==> src/sv/wbs_pkg.sv <==
// ----------------------------------------------------------------------------
// wbs_pkg
// Shared types and constants of the wildcard byte pattern scanner.
// ----------------------------------------------------------------------------
package wbs_pkg;

  localparam int PAT_BYTES = 16;
  localparam int CFG_W     = 64;
  localparam int CFG_IDX_W = 3;
  localparam int DISP_W    = 32;
  localparam int LEN_REG_W = 5;
  localparam int ROFF_W    = 4;

  typedef enum logic [CFG_IDX_W-1:0] {
    CFG_PATTERN_LOW     = 3'd0,
    CFG_PATTERN_HIGH    = 3'd1,
    CFG_CARE_MASK       = 3'd2,
    CFG_PATTERN_LENGTH  = 3'd3,
    CFG_RELATIVE_OFFSET = 3'd4,
    CFG_KEEP_LAST       = 3'd5
  } cfg_index_t;

  typedef struct packed {
    logic [2*CFG_W-1:0]     pattern;
    logic [PAT_BYTES-1:0]   care_mask;
    logic [LEN_REG_W-1:0]   pattern_length;
    logic [ROFF_W-1:0]      relative_offset;
    logic                   keep_last;
  } cfg_regs_t;

  typedef struct packed {
    logic hit;
    logic last;
    logic keep_last;
    logic off_err;
  } scan_flags_t;

  localparam int FLAGS_W = $bits(scan_flags_t);

endpackage

==> src/sv/wbs_in_if.sv <==
// ----------------------------------------------------------------------------
// wbs_in_if
// Byte request channel: one addressed byte per request.
// ----------------------------------------------------------------------------
interface wbs_in_if #(
  parameter int ADDRESS_BITS = 48
);
  logic                    valid;
  logic                    ready;
  logic [7:0]              data_byte;
  logic [ADDRESS_BITS-1:0] byte_address;
  logic                    last_in_range;

  modport source (output valid, data_byte, byte_address, last_in_range, input ready);
  modport sink   (input valid, data_byte, byte_address, last_in_range, output ready);
endinterface

==> src/sv/wbs_out_if.sv <==
// ----------------------------------------------------------------------------
// wbs_out_if
// Result request channel: one scan result per range.
// ----------------------------------------------------------------------------
interface wbs_out_if #(
  parameter int ADDRESS_BITS = 48
);
  logic                    valid;
  logic                    ready;
  logic                    found;
  logic [ADDRESS_BITS-1:0] result_address;
  logic                    multiple_matches;
  logic                    offset_error;

  modport source (output valid, found, result_address, multiple_matches, offset_error,
                  input ready);
  modport sink   (input valid, found, result_address, multiple_matches, offset_error,
                  output ready);
endinterface

==> src/sv/wbs_fifo.sv <==
// ----------------------------------------------------------------------------
// wbs_fifo
// Two-entry queue between the classify front and the result back.
// ----------------------------------------------------------------------------
module wbs_fifo #(
  parameter int DATA_W = 8
) (
  input  logic              clk,
  input  logic              rst_n,
  input  logic              push,
  input  logic [DATA_W-1:0] push_data,
  output logic              full,
  input  logic              pop,
  output logic [DATA_W-1:0] pop_data,
  output logic              not_empty
);

  localparam int DEPTH = 2;
  localparam int PTR_W = $clog2(DEPTH);
  localparam int CNT_W = $clog2(DEPTH + 1);

  logic [DATA_W-1:0] mem_r [DEPTH];
  logic [PTR_W-1:0]  wr_ptr_r, rd_ptr_r;
  logic [CNT_W-1:0]  count_r, count_nxt;

  assign full      = (count_r == CNT_W'(DEPTH));
  assign not_empty = (count_r != '0);
  assign pop_data  = mem_r[rd_ptr_r];

  always_comb begin
    count_nxt = count_r;
    if (push && !pop) begin
      count_nxt = count_r + 1'b1;
    end else if (pop && !push) begin
      count_nxt = count_r - 1'b1;
    end
  end

  always_ff @(posedge clk) begin
    if (push) begin
      mem_r[wr_ptr_r] <= push_data;
    end
  end

  always_ff @(posedge clk) begin
    if (!rst_n) begin
      wr_ptr_r <= '0;
      rd_ptr_r <= '0;
      count_r  <= '0;
    end else begin
      if (push) begin
        wr_ptr_r <= wr_ptr_r + 1'b1;
      end
      if (pop) begin
        rd_ptr_r <= rd_ptr_r + 1'b1;
      end
      count_r <= count_nxt;
    end
  end

  a_no_overflow: assert property (@(posedge clk) disable iff (!rst_n)
    full |-> !push || pop) else $error("queue overflow");
  a_no_underflow: assert property (@(posedge clk) disable iff (!rst_n)
    pop |-> not_empty) else $error("queue underflow");

endmodule

==> src/sv/wbs_front.sv <==
// ----------------------------------------------------------------------------
// wbs_front
// Byte window, wildcard compare and match classification per request.
// ----------------------------------------------------------------------------
module wbs_front
  import wbs_pkg::*;
#(
  parameter int PATTERN_MAX  = 16,
  parameter int ADDRESS_BITS = 48
) (
  input  logic                    clk,
  input  logic                    rst_n,
  input  cfg_regs_t               cfg,
  wbs_in_if.sink                  in_ch,
  input  logic                    q_full,
  output logic                    q_push,
  output scan_flags_t             q_flags,
  output logic [ADDRESS_BITS-1:0] q_base,
  output logic [ADDRESS_BITS-1:0] q_delta
);

  localparam int LW = $clog2(PATTERN_MAX + 1);
  localparam int IW = (PATTERN_MAX > 1) ? $clog2(PATTERN_MAX) : 1;
  localparam int CW = (LW > LEN_REG_W) ? LW : LEN_REG_W;
  localparam int DW = (ADDRESS_BITS > DISP_W + 1) ? ADDRESS_BITS : DISP_W + 1;

  logic [7:0]       win_r   [PATTERN_MAX];
  logic [7:0]       win_nxt [PATTERN_MAX];
  logic [LW-1:0]    fill_r, fill_nxt;
  logic [CW-1:0]    len_raw, len_c;
  logic [LW-1:0]    len;
  logic             off_err, resolve, hit;
  logic [PATTERN_MAX-1:0] miss_vec;
  logic [7:0]       disp_byte [4];
  logic [DISP_W-1:0] disp;
  logic signed [DISP_W:0] delta_s;
  logic signed [DW-1:0]   delta_w;

  assign q_push      = in_ch.valid && !q_full;
  assign in_ch.ready = !q_full;

  always_comb begin
    win_nxt[0] = in_ch.data_byte;
    for (int k = 1; k < PATTERN_MAX; k++) begin
      win_nxt[k] = win_r[k-1];
    end
  end

  assign fill_nxt = (fill_r == LW'(PATTERN_MAX)) ? fill_r : fill_r + 1'b1;

  always_comb begin
    len_raw = CW'(cfg.pattern_length);
    if (len_raw == '0) begin
      len_c = CW'(1);
    end else if (len_raw > CW'(PATTERN_MAX)) begin
      len_c = CW'(PATTERN_MAX);
    end else begin
      len_c = len_raw;
    end
  end
  assign len = len_c[LW-1:0];

  assign off_err = (cfg.relative_offset != '0) &&
                   ((CW+1)'(cfg.relative_offset) + (CW+1)'(4) > (CW+1)'(len));
  assign resolve = (cfg.relative_offset != '0) && !off_err;

  for (genvar i = 0; i < PATTERN_MAX; i++) begin : g_cmp
    if (i < PAT_BYTES) begin : g_care
      logic [LW-1:0] pos;
      assign pos = len - 1'b1 - LW'(i);
      assign miss_vec[i] = (LW'(i) < len) && cfg.care_mask[i] &&
                           (win_nxt[pos[IW-1:0]] != cfg.pattern[8*i +: 8]);
    end else begin : g_wild
      assign miss_vec[i] = 1'b0;
    end
  end

  assign hit = (fill_nxt >= len) && !(|miss_vec);

  for (genvar j = 0; j < 4; j++) begin : g_disp
    logic [CW-1:0] pos;
    assign pos = CW'(len) - CW'(1) - CW'(cfg.relative_offset) - CW'(j);
    assign disp_byte[j] = win_nxt[pos[IW-1:0]];
  end

  assign disp    = {disp_byte[3], disp_byte[2], disp_byte[1], disp_byte[0]};
  assign delta_s = signed'({disp[DISP_W-1], disp}) + (DISP_W+1)'(cfg.relative_offset)
                 + (DISP_W+1)'(4);
  assign delta_w = DW'(delta_s);

  assign q_base  = in_ch.byte_address - ADDRESS_BITS'(len) + 1'b1;
  assign q_delta = resolve ? delta_w[ADDRESS_BITS-1:0] : '0;

  assign q_flags.hit       = hit;
  assign q_flags.last      = in_ch.last_in_range;
  assign q_flags.keep_last = cfg.keep_last;
  assign q_flags.off_err   = off_err;

  always_ff @(posedge clk) begin
    if (q_push) begin
      for (int k = 0; k < PATTERN_MAX; k++) begin
        win_r[k] <= win_nxt[k];
      end
    end
  end

  always_ff @(posedge clk) begin
    if (!rst_n) begin
      fill_r <= '0;
    end else if (q_push) begin
      fill_r <= in_ch.last_in_range ? '0 : fill_nxt;
    end
  end

  a_fill_bound: assert property (@(posedge clk) disable iff (!rst_n)
    fill_r <= LW'(PATTERN_MAX)) else $error("window fill out of range");
  a_fill_clear: assert property (@(posedge clk) disable iff (!rst_n)
    q_push && in_ch.last_in_range |=> fill_r == '0) else $error("fill not cleared");
  a_short_window: assert property (@(posedge clk) disable iff (!rst_n)
    q_push && (fill_nxt < len) |-> !hit) else $error("match on short window");

endmodule

==> src/sv/wbs_back.sv <==
// ----------------------------------------------------------------------------
// wbs_back
// Resolves match addresses, keeps first or last match, issues range results.
// ----------------------------------------------------------------------------
module wbs_back
  import wbs_pkg::*;
#(
  parameter int ADDRESS_BITS = 48
) (
  input  logic                    clk,
  input  logic                    rst_n,
  input  logic                    q_valid,
  input  scan_flags_t             q_flags,
  input  logic [ADDRESS_BITS-1:0] q_base,
  input  logic [ADDRESS_BITS-1:0] q_delta,
  output logic                    q_pop,
  wbs_out_if.source               out_ch
);

  logic                    seen_r, seen_nxt;
  logic                    mult_r, mult_nxt;
  logic [ADDRESS_BITS-1:0] kept_r, kept_nxt;
  logic [ADDRESS_BITS-1:0] val;
  logic                    slot_free;
  logic                    out_valid_r;
  logic                    out_found_r;
  logic [ADDRESS_BITS-1:0] out_addr_r;
  logic                    out_mult_r;
  logic                    out_err_r;

  assign val       = q_base + q_delta;
  assign slot_free = !out_valid_r || out_ch.ready;
  assign q_pop     = q_valid && (!q_flags.last || slot_free);

  always_comb begin
    seen_nxt = seen_r;
    mult_nxt = mult_r;
    kept_nxt = kept_r;
    if (q_flags.hit) begin
      if (q_flags.keep_last) begin
        mult_nxt = mult_r || seen_r;
        kept_nxt = val;
        seen_nxt = 1'b1;
      end else if (!seen_r) begin
        kept_nxt = val;
        seen_nxt = 1'b1;
      end
    end
  end

  always_ff @(posedge clk) begin
    if (q_pop) begin
      kept_r <= kept_nxt;
    end
    if (q_pop && q_flags.last) begin
      out_found_r <= seen_nxt;
      out_addr_r  <= seen_nxt ? kept_nxt : '0;
      out_mult_r  <= q_flags.keep_last && mult_nxt;
      out_err_r   <= q_flags.off_err;
    end
  end

  always_ff @(posedge clk) begin
    if (!rst_n) begin
      seen_r      <= 1'b0;
      mult_r      <= 1'b0;
      out_valid_r <= 1'b0;
    end else begin
      if (out_valid_r && out_ch.ready) begin
        out_valid_r <= 1'b0;
      end
      if (q_pop) begin
        if (q_flags.last) begin
          seen_r      <= 1'b0;
          mult_r      <= 1'b0;
          out_valid_r <= 1'b1;
        end else begin
          seen_r <= seen_nxt;
          mult_r <= mult_nxt;
        end
      end
    end
  end

  assign out_ch.valid            = out_valid_r;
  assign out_ch.found            = out_found_r;
  assign out_ch.result_address   = out_addr_r;
  assign out_ch.multiple_matches = out_mult_r;
  assign out_ch.offset_error     = out_err_r;

  a_addr_zero: assert property (@(posedge clk) disable iff (!rst_n)
    out_valid_r && !out_found_r |-> out_addr_r == '0) else $error("address without match");
  a_mult_found: assert property (@(posedge clk) disable iff (!rst_n)
    out_valid_r && out_mult_r |-> out_found_r) else $error("multiple without match");
  a_range_clear: assert property (@(posedge clk) disable iff (!rst_n)
    q_pop && q_flags.last |=> !seen_r && !mult_r && out_valid_r)
    else $error("range state not cleared");

endmodule

==> src/sv/wildcard_byte_pattern_scanner_core.sv <==
// ----------------------------------------------------------------------------
// wildcard_byte_pattern_scanner_core
// Scans an addressed byte stream for a masked pattern of up to 16 bytes.
//
//   port    dir  handshake      payload
//   in_ch   in   valid/ready    data_byte, byte_address, last_in_range
//   out_ch  out  valid/ready    found, result_address, multiple_matches,
//                               offset_error
//   cfg_*   in   cfg_we         cfg_index, cfg_data (write only)
//
// One byte per cycle while the queue is not full; the window compare
// and classify run in the cycle of acceptance, the two-entry queue and
// the back's resolve add follow, then the registered result slot.
// Synchronous active-low reset clears scan state and queue and sets the configuration to its defaults.
// The input stalls only when the queue is full, i.e. the result slot is held.
// ----------------------------------------------------------------------------
module wildcard_byte_pattern_scanner_core
  import wbs_pkg::*;
#(
  parameter int PATTERN_MAX  = 16,
  parameter int ADDRESS_BITS = 48
) (
  input  logic                 clk,
  input  logic                 rst_n,
  wbs_in_if.sink               in_ch,
  wbs_out_if.source            out_ch,
  input  logic                 cfg_we,
  input  logic [CFG_IDX_W-1:0] cfg_index,
  input  logic [CFG_W-1:0]     cfg_data
);

  localparam int REC_W = FLAGS_W + 2 * ADDRESS_BITS;

  cfg_regs_t               cfg_r;
  logic                    q_full, q_push, q_pop, q_valid;
  scan_flags_t             push_flags, pop_flags;
  logic [ADDRESS_BITS-1:0] push_base, push_delta, pop_base, pop_delta;
  logic [REC_W-1:0]        pop_rec;

  always_ff @(posedge clk) begin
    if (!rst_n) begin
      cfg_r.pattern         <= '0;
      cfg_r.care_mask       <= '1;
      cfg_r.pattern_length  <= LEN_REG_W'(1);
      cfg_r.relative_offset <= '0;
      cfg_r.keep_last       <= 1'b0;
    end else if (cfg_we) begin
      unique case (cfg_index_t'(cfg_index))
        CFG_PATTERN_LOW:     cfg_r.pattern[CFG_W-1:0]       <= cfg_data;
        CFG_PATTERN_HIGH:    cfg_r.pattern[2*CFG_W-1:CFG_W] <= cfg_data;
        CFG_CARE_MASK:       cfg_r.care_mask       <= cfg_data[PAT_BYTES-1:0];
        CFG_PATTERN_LENGTH:  cfg_r.pattern_length  <= cfg_data[LEN_REG_W-1:0];
        CFG_RELATIVE_OFFSET: cfg_r.relative_offset <= cfg_data[ROFF_W-1:0];
        CFG_KEEP_LAST:       cfg_r.keep_last       <= cfg_data[0];
        default: ;
      endcase
    end
  end

  wbs_front #(
    .PATTERN_MAX  (PATTERN_MAX),
    .ADDRESS_BITS (ADDRESS_BITS)
  ) u_front (
    .clk     (clk),
    .rst_n   (rst_n),
    .cfg     (cfg_r),
    .in_ch   (in_ch),
    .q_full  (q_full),
    .q_push  (q_push),
    .q_flags (push_flags),
    .q_base  (push_base),
    .q_delta (push_delta)
  );

  wbs_fifo #(
    .DATA_W (REC_W)
  ) u_fifo (
    .clk       (clk),
    .rst_n     (rst_n),
    .push      (q_push),
    .push_data ({push_flags, push_base, push_delta}),
    .full      (q_full),
    .pop       (q_pop),
    .pop_data  (pop_rec),
    .not_empty (q_valid)
  );

  assign {pop_flags, pop_base, pop_delta} = pop_rec;

  wbs_back #(
    .ADDRESS_BITS (ADDRESS_BITS)
  ) u_back (
    .clk     (clk),
    .rst_n   (rst_n),
    .q_valid (q_valid),
    .q_flags (pop_flags),
    .q_base  (pop_base),
    .q_delta (pop_delta),
    .q_pop   (q_pop),
    .out_ch  (out_ch)
  );

endmodule
==> src/flat_wrapper.sv <==
// flat-port wrapper written by rule: the top's interface ports become plain ports
module wildcard_byte_pattern_scanner_core_flat import wbs_pkg::*;
#(
  parameter int PATTERN_MAX  = 16,
  parameter int ADDRESS_BITS = 48
)
  (clk, rst_n, cfg_we, cfg_index, cfg_data, in_ch_valid, in_ch_data_byte, in_ch_byte_address, in_ch_last_in_range, in_ch_ready, out_ch_valid, out_ch_found, out_ch_result_address, out_ch_multiple_matches, out_ch_offset_error, out_ch_ready);
  wbs_in_if #(.ADDRESS_BITS(ADDRESS_BITS)) in_ch_i ();
  wbs_out_if #(.ADDRESS_BITS(ADDRESS_BITS)) out_ch_i ();
  input  logic clk;
  input  logic rst_n;
  input  logic cfg_we;
  input  logic [CFG_IDX_W-1:0] cfg_index;
  input  logic [CFG_W-1:0] cfg_data;
  input wire logic [$bits(in_ch_i.valid)-1:0] in_ch_valid;
  input wire logic [$bits(in_ch_i.data_byte)-1:0] in_ch_data_byte;
  input wire logic [$bits(in_ch_i.byte_address)-1:0] in_ch_byte_address;
  input wire logic [$bits(in_ch_i.last_in_range)-1:0] in_ch_last_in_range;
  output wire logic [$bits(in_ch_i.ready)-1:0] in_ch_ready;
  output wire logic [$bits(out_ch_i.valid)-1:0] out_ch_valid;
  output wire logic [$bits(out_ch_i.found)-1:0] out_ch_found;
  output wire logic [$bits(out_ch_i.result_address)-1:0] out_ch_result_address;
  output wire logic [$bits(out_ch_i.multiple_matches)-1:0] out_ch_multiple_matches;
  output wire logic [$bits(out_ch_i.offset_error)-1:0] out_ch_offset_error;
  input wire logic [$bits(out_ch_i.ready)-1:0] out_ch_ready;
  assign in_ch_i.valid = in_ch_valid;
  assign in_ch_i.data_byte = in_ch_data_byte;
  assign in_ch_i.byte_address = in_ch_byte_address;
  assign in_ch_i.last_in_range = in_ch_last_in_range;
  assign in_ch_ready = in_ch_i.ready;
  assign out_ch_valid = out_ch_i.valid;
  assign out_ch_found = out_ch_i.found;
  assign out_ch_result_address = out_ch_i.result_address;
  assign out_ch_multiple_matches = out_ch_i.multiple_matches;
  assign out_ch_offset_error = out_ch_i.offset_error;
  assign out_ch_i.ready = out_ch_ready;
  wildcard_byte_pattern_scanner_core #(.PATTERN_MAX(PATTERN_MAX), .ADDRESS_BITS(ADDRESS_BITS)) u_core (.clk(clk), .rst_n(rst_n), .in_ch(in_ch_i), .out_ch(out_ch_i), .cfg_we(cfg_we), .cfg_index(cfg_index), .cfg_data(cfg_data));
endmodule
==> config.mk <==
export PLATFORM = sky130hd
export DESIGN_NAME = wildcard_byte_pattern_scanner_core_flat
export DESIGN_NICKNAME = d
export VERILOG_FILES = /design/src/sv/wbs_pkg.sv /design/src/sv/wbs_in_if.sv /design/src/sv/wbs_out_if.sv /design/src/sv/wbs_fifo.sv /design/src/sv/wbs_front.sv /design/src/sv/wbs_back.sv /design/src/sv/wildcard_byte_pattern_scanner_core.sv /design/src/flat_wrapper.sv
export SDC_FILE = /design/constraint.sdc
export NUM_CORES = 2
export LEC_CHECK = 0
export BUFFER_PORTS_ARGS = -buffer_cell sky130_fd_sc_hd__buf_2
export CAP_MARGIN = 5
export CORE_AREA = 2 2 272 274
export CTS_BUF_LIST = sky130_fd_sc_hd__clkbuf_16
export DETAILED_ROUTE_END_ITERATION = 12
export DIE_AREA = 0 0 274 276
export HOLD_SLACK_MARGIN = 0.06
export PLACE_DENSITY_LB_ADDON = 0.15
export SLEW_MARGIN = 5
export SYNTH_ARGS = -nofsm -noshare
export SYNTH_HDL_FRONTEND = slang
export SYNTH_HIERARCHICAL = 1
export SYNTH_SLANG_ARGS = --single-unit
==> constraint.sdc <==
create_clock -name clk -period 10.9 [get_ports clk]
set_clock_uncertainty 0.2 [all_clocks]
set_input_delay 2.18 -clock clk [delete_from_list [all_inputs] [get_ports clk]]
set_output_delay 2.18 -clock clk [all_outputs]
set_load 0.005 [all_outputs]
==> impl_results.md <==
- Result of the run: finished, final reports clean
- Maximum level of the CTS H-tree: 3
- Die Footprint: around 0.076 mm²
- Combinational fraction of design power: 42.0%
- Root buffer cell: clkbuf_16
- Pin count of the biggest net entering global routing: 137
- Final number of setup-violating endpoints: 0
- Mean instance size in the synthesized netlist: 11.3 µm²
- Number of detailed-routing iterations run before antenna repair: 7
- Maximum buffer depth of the clock tree: 3
- Net switching power: 3.75 mW
- Number of distinct library cells after synthesis: 102
- Post-route worst hold slack: 0.272 ns
- Final sum of negative setup slack: 0 ns
- Fraction of layout cells with a size suffix above 1: 21.2%
- Class of the worst hold path: flip-flop to flip-flop
- CP arrival: 8.44 ns
- Most frequent cells after synthesis: nand2_1, edfxtp_1, mux2i_1
- CP Launch Type: flip-flop
- Clock latency on the worst-skew pair: 0.62 ns
- Wire length of the first global-routing pass: ~190,000 µm
- Peak fanout along the critical path: between 60 and 70
- Io pins: 182
- Fin. Hold Viols: 0
- Resize count post-CTS: 0
- Count of flip-flops with a built-in enable after synthesis: 419
- Worst setup slack after layout: 2.69 ns
- Via count normalized by instance count: 6.61
- Final Slew Violations: 0
- Sequential fraction of the synthesis area: 39.4%
- Sw Share: 38.9%
- Dominant cell by count in the synthesized netlist: nand2_1
- Max Clk Rate: between 0.1 and 0.15 GHz
- Flip-flop and latch count after synthesis: 586
- Residual antenna-violating net count after detailed routing: 0
- Nature of the critical path endpoint: flip-flop
- Core region area: 0.0726 mm²
- Routed wire length per instance: 27.1 µm
- Overall fraction of global-route tracks in use: 32.6%
- Number of hold buffers added after cts: 0
- Cells taking the most area after synthesis: edfxtp_1, mux4_2, mux2i_1, dfxtp_1, nand2_1
- Nets: 3,903
- Share of flip-flops with an asynchronous set or reset after synthesis: 0%
- Slew at the pin closest to its max-slew limit: 1.28 ns
- TritonCTS clock tree: done
- IR Drop Worst-Case VDD: 170 µV
- Post-Place Cells: 4,526
- Sequential power share: a little over a third
- Iteration-0 DRC Markers: 3,459
- Most used flip-flop cell after synthesis: edfxtp_1
- RSZ-0062 raised after global routing: no
- Vias after detailed routing: 30,700
- GRT Residual Overflow: 0
- Pwr per Cell Area: 220 mW/mm²
- Die Y: 276 µm
- Number of setup buffers added after CTS: 0
- Total power draw: 9.65 mW
- Post-synth design cell area: 0.0404 mm²
- Starting utilization of the core area: between 50% and 60%
- Total wire length after detailed routing: 126,000 µm
- Number of buffer cells added on primary ports: 181
- Synthesis Warnings: 6
- Floorplan die width: around 270 µm
- Worst setup path class: flip-flop to flip-flop
- Half-perimeter wire length after detailed placement: ~90,000 µm
- Pre-CTS worst setup slack: 2.87 ns
- Number of max-cap violations: 0
- Number of antenna violations at the first check in global routing: 2
- CTS Buf Count: 66
- Number of placement rows: 99
- Vias in the first global route: 29,300
- Power Internal: 5.90 mW
- Relative area change from synthesis to final layout: 8.46%
- Count of clock tree sinks: 586
- Leakage power figure: 17.0 nW
- Biggest area consumer among synthesized cells: edfxtp_1
- Final period util: 75.3%
- Final cell count without fillers: 4,647
- Synth Net Count: around 3,900
- Clock group share of total power: 22.2%
- Post-Synthesis Cells: around 3,600
- Final Wtd Congestion: 0.980
- Worst Path Required: 11.13 ns
- Headroom to the max-slew limit: ~15%
- Area share of the largest cell type after synthesis: 31.1%
- DRC viols: 0
- Min Clock Period, post-route: 8.21 ns
- CTS clock-pin slew for the worst setup and hold paths: approximately 0.060 ns
- Count of filler cells inserted in the layout: 5,951
## stage by stage
step / instance area, µm² / util [%]
after floorplan: 40400 / -
final: 43900 / 60.4
after detailed placement: 41800 / 57.6
after CTS: 43900 / 60.4
after global routing: 43900 / 60.4
after global placement: 41800 / 57.6
## path summary, 6_finish.rpt
check                           depth (start not counted)              start  slack, ns                          to
worst max-delay path                                   16    u_core/cfg_r[7]       2.69  u_core/u_fifo/mem_r[0][26]
worst min-delay path                                    2  u_core/cfg_r[123]       0.27           u_core/cfg_r[123]
worst max register to register                         16    u_core/cfg_r[7]       2.69  u_core/u_fifo/mem_r[0][26]
worst min register to register                          2  u_core/cfg_r[123]       0.27           u_core/cfg_r[123]
## critical path: stages, from the launching register on
cell,delay [ns]
dfxtp_1,0.89
nor2_1,0.24
o21ai_4,0.19
buf_4,0.58
inv_4,0.49
fa_1,1.18
buf_4,0.36
ha_2,0.55
buf_4,0.58
mux4_2,0.31
mux2i_1,0.11
mux2i_2,0.29
o211ai_2,0.21
nor3_1,0.52
or4b_1,0.62
or4b_1,0.51
o21ai_1,0.13
## power groups by stage
stage / logic (mW) / clock network (mW) / registers, mW
6_report: 4.06 / 2.15 / 3.45
5_1_grt: 4.40 / 2.27 / 3.47
4_1_cts: 4.02 / 2.19 / 3.42
3_5_place_dp: 4.00 / 0 / 3.46
3_3_place_gp: 3.94 / 0 / 3.45
2_1_floorplan: 3.00 / 0 / 3.27
## state kept, by name (all words and copies together) (netlist names), named ones only
register	cells
u_core/u_back/kept_r	48
u_core/u_fifo/mem_r	200
u_core/u_back/out_ch.found	1
u_core/u_fifo/wr_ptr_r	1
u_core/u_fifo/rd_ptr_r	1
u_core/u_back/out_ch.offset_error	1
u_core/u_front/fill_r	5
u_core/u_front/win_r	120
u_core/u_back/out_ch.result_address	48
u_core/u_fifo/count_r	2
u_core/u_back/mult_r	1
u_core/u_back/out_ch.multiple_matches	1
u_core/cfg_r	154
u_core/u_back/seen_r	1
u_core/u_back/out_ch.valid	1
## placed cells by master, fill, tap and decap left out, types with 108 or more instances in the layout
cell type and count:
edfxtp_1 419, xnor2_1 154, dfxtp_1 166, buf_2 180, mux2_2 152, mux2i_1 335
ha_1 133, a21oi_1 167, mux4_2 234, nor2_1 114, nand2_1 499, inv_1 108
## kinds of logic after synthesis
logic type / after synthesis / share of synthesized area, %
compound gates: 598 / 10.2
xor+xnor: 251 / 5.53
fa+ha+maj: 139 / 4.37
buf+inv: 343 / 4.11
flops: 586 / 39.4
mux: 722 / 25.6
simple gates: 944 / 10.8
## layer usage
metal | track usage, % | wire (µm) | vias up
li1 | - | - | 13600
met1 | 41.4 | 47900 | 15100
met2 | 53.4 | 60400 | 1637
met3 | 5.44 | 10000 | 367
met4 | 17.0 | 7330 | 0
met5 | 0 | 0 | -
## cell type report
cell class	instances	area [µm²]	share of cell area (%)
Multi-Input combinational cell	2654	23000	52.5
Inverter	104	409	0.933
Timing Repair Buffer	223	1230	2.80
Sequential cell	586	15900	36.3
Clock inverter	50	348	0.793
Clock buffer	69	1730	3.94
Antenna cell	2	5.00	0.0114
Tap cell	959	1200	2.74
No activity file was read; power rests on OpenSTA's default activity.
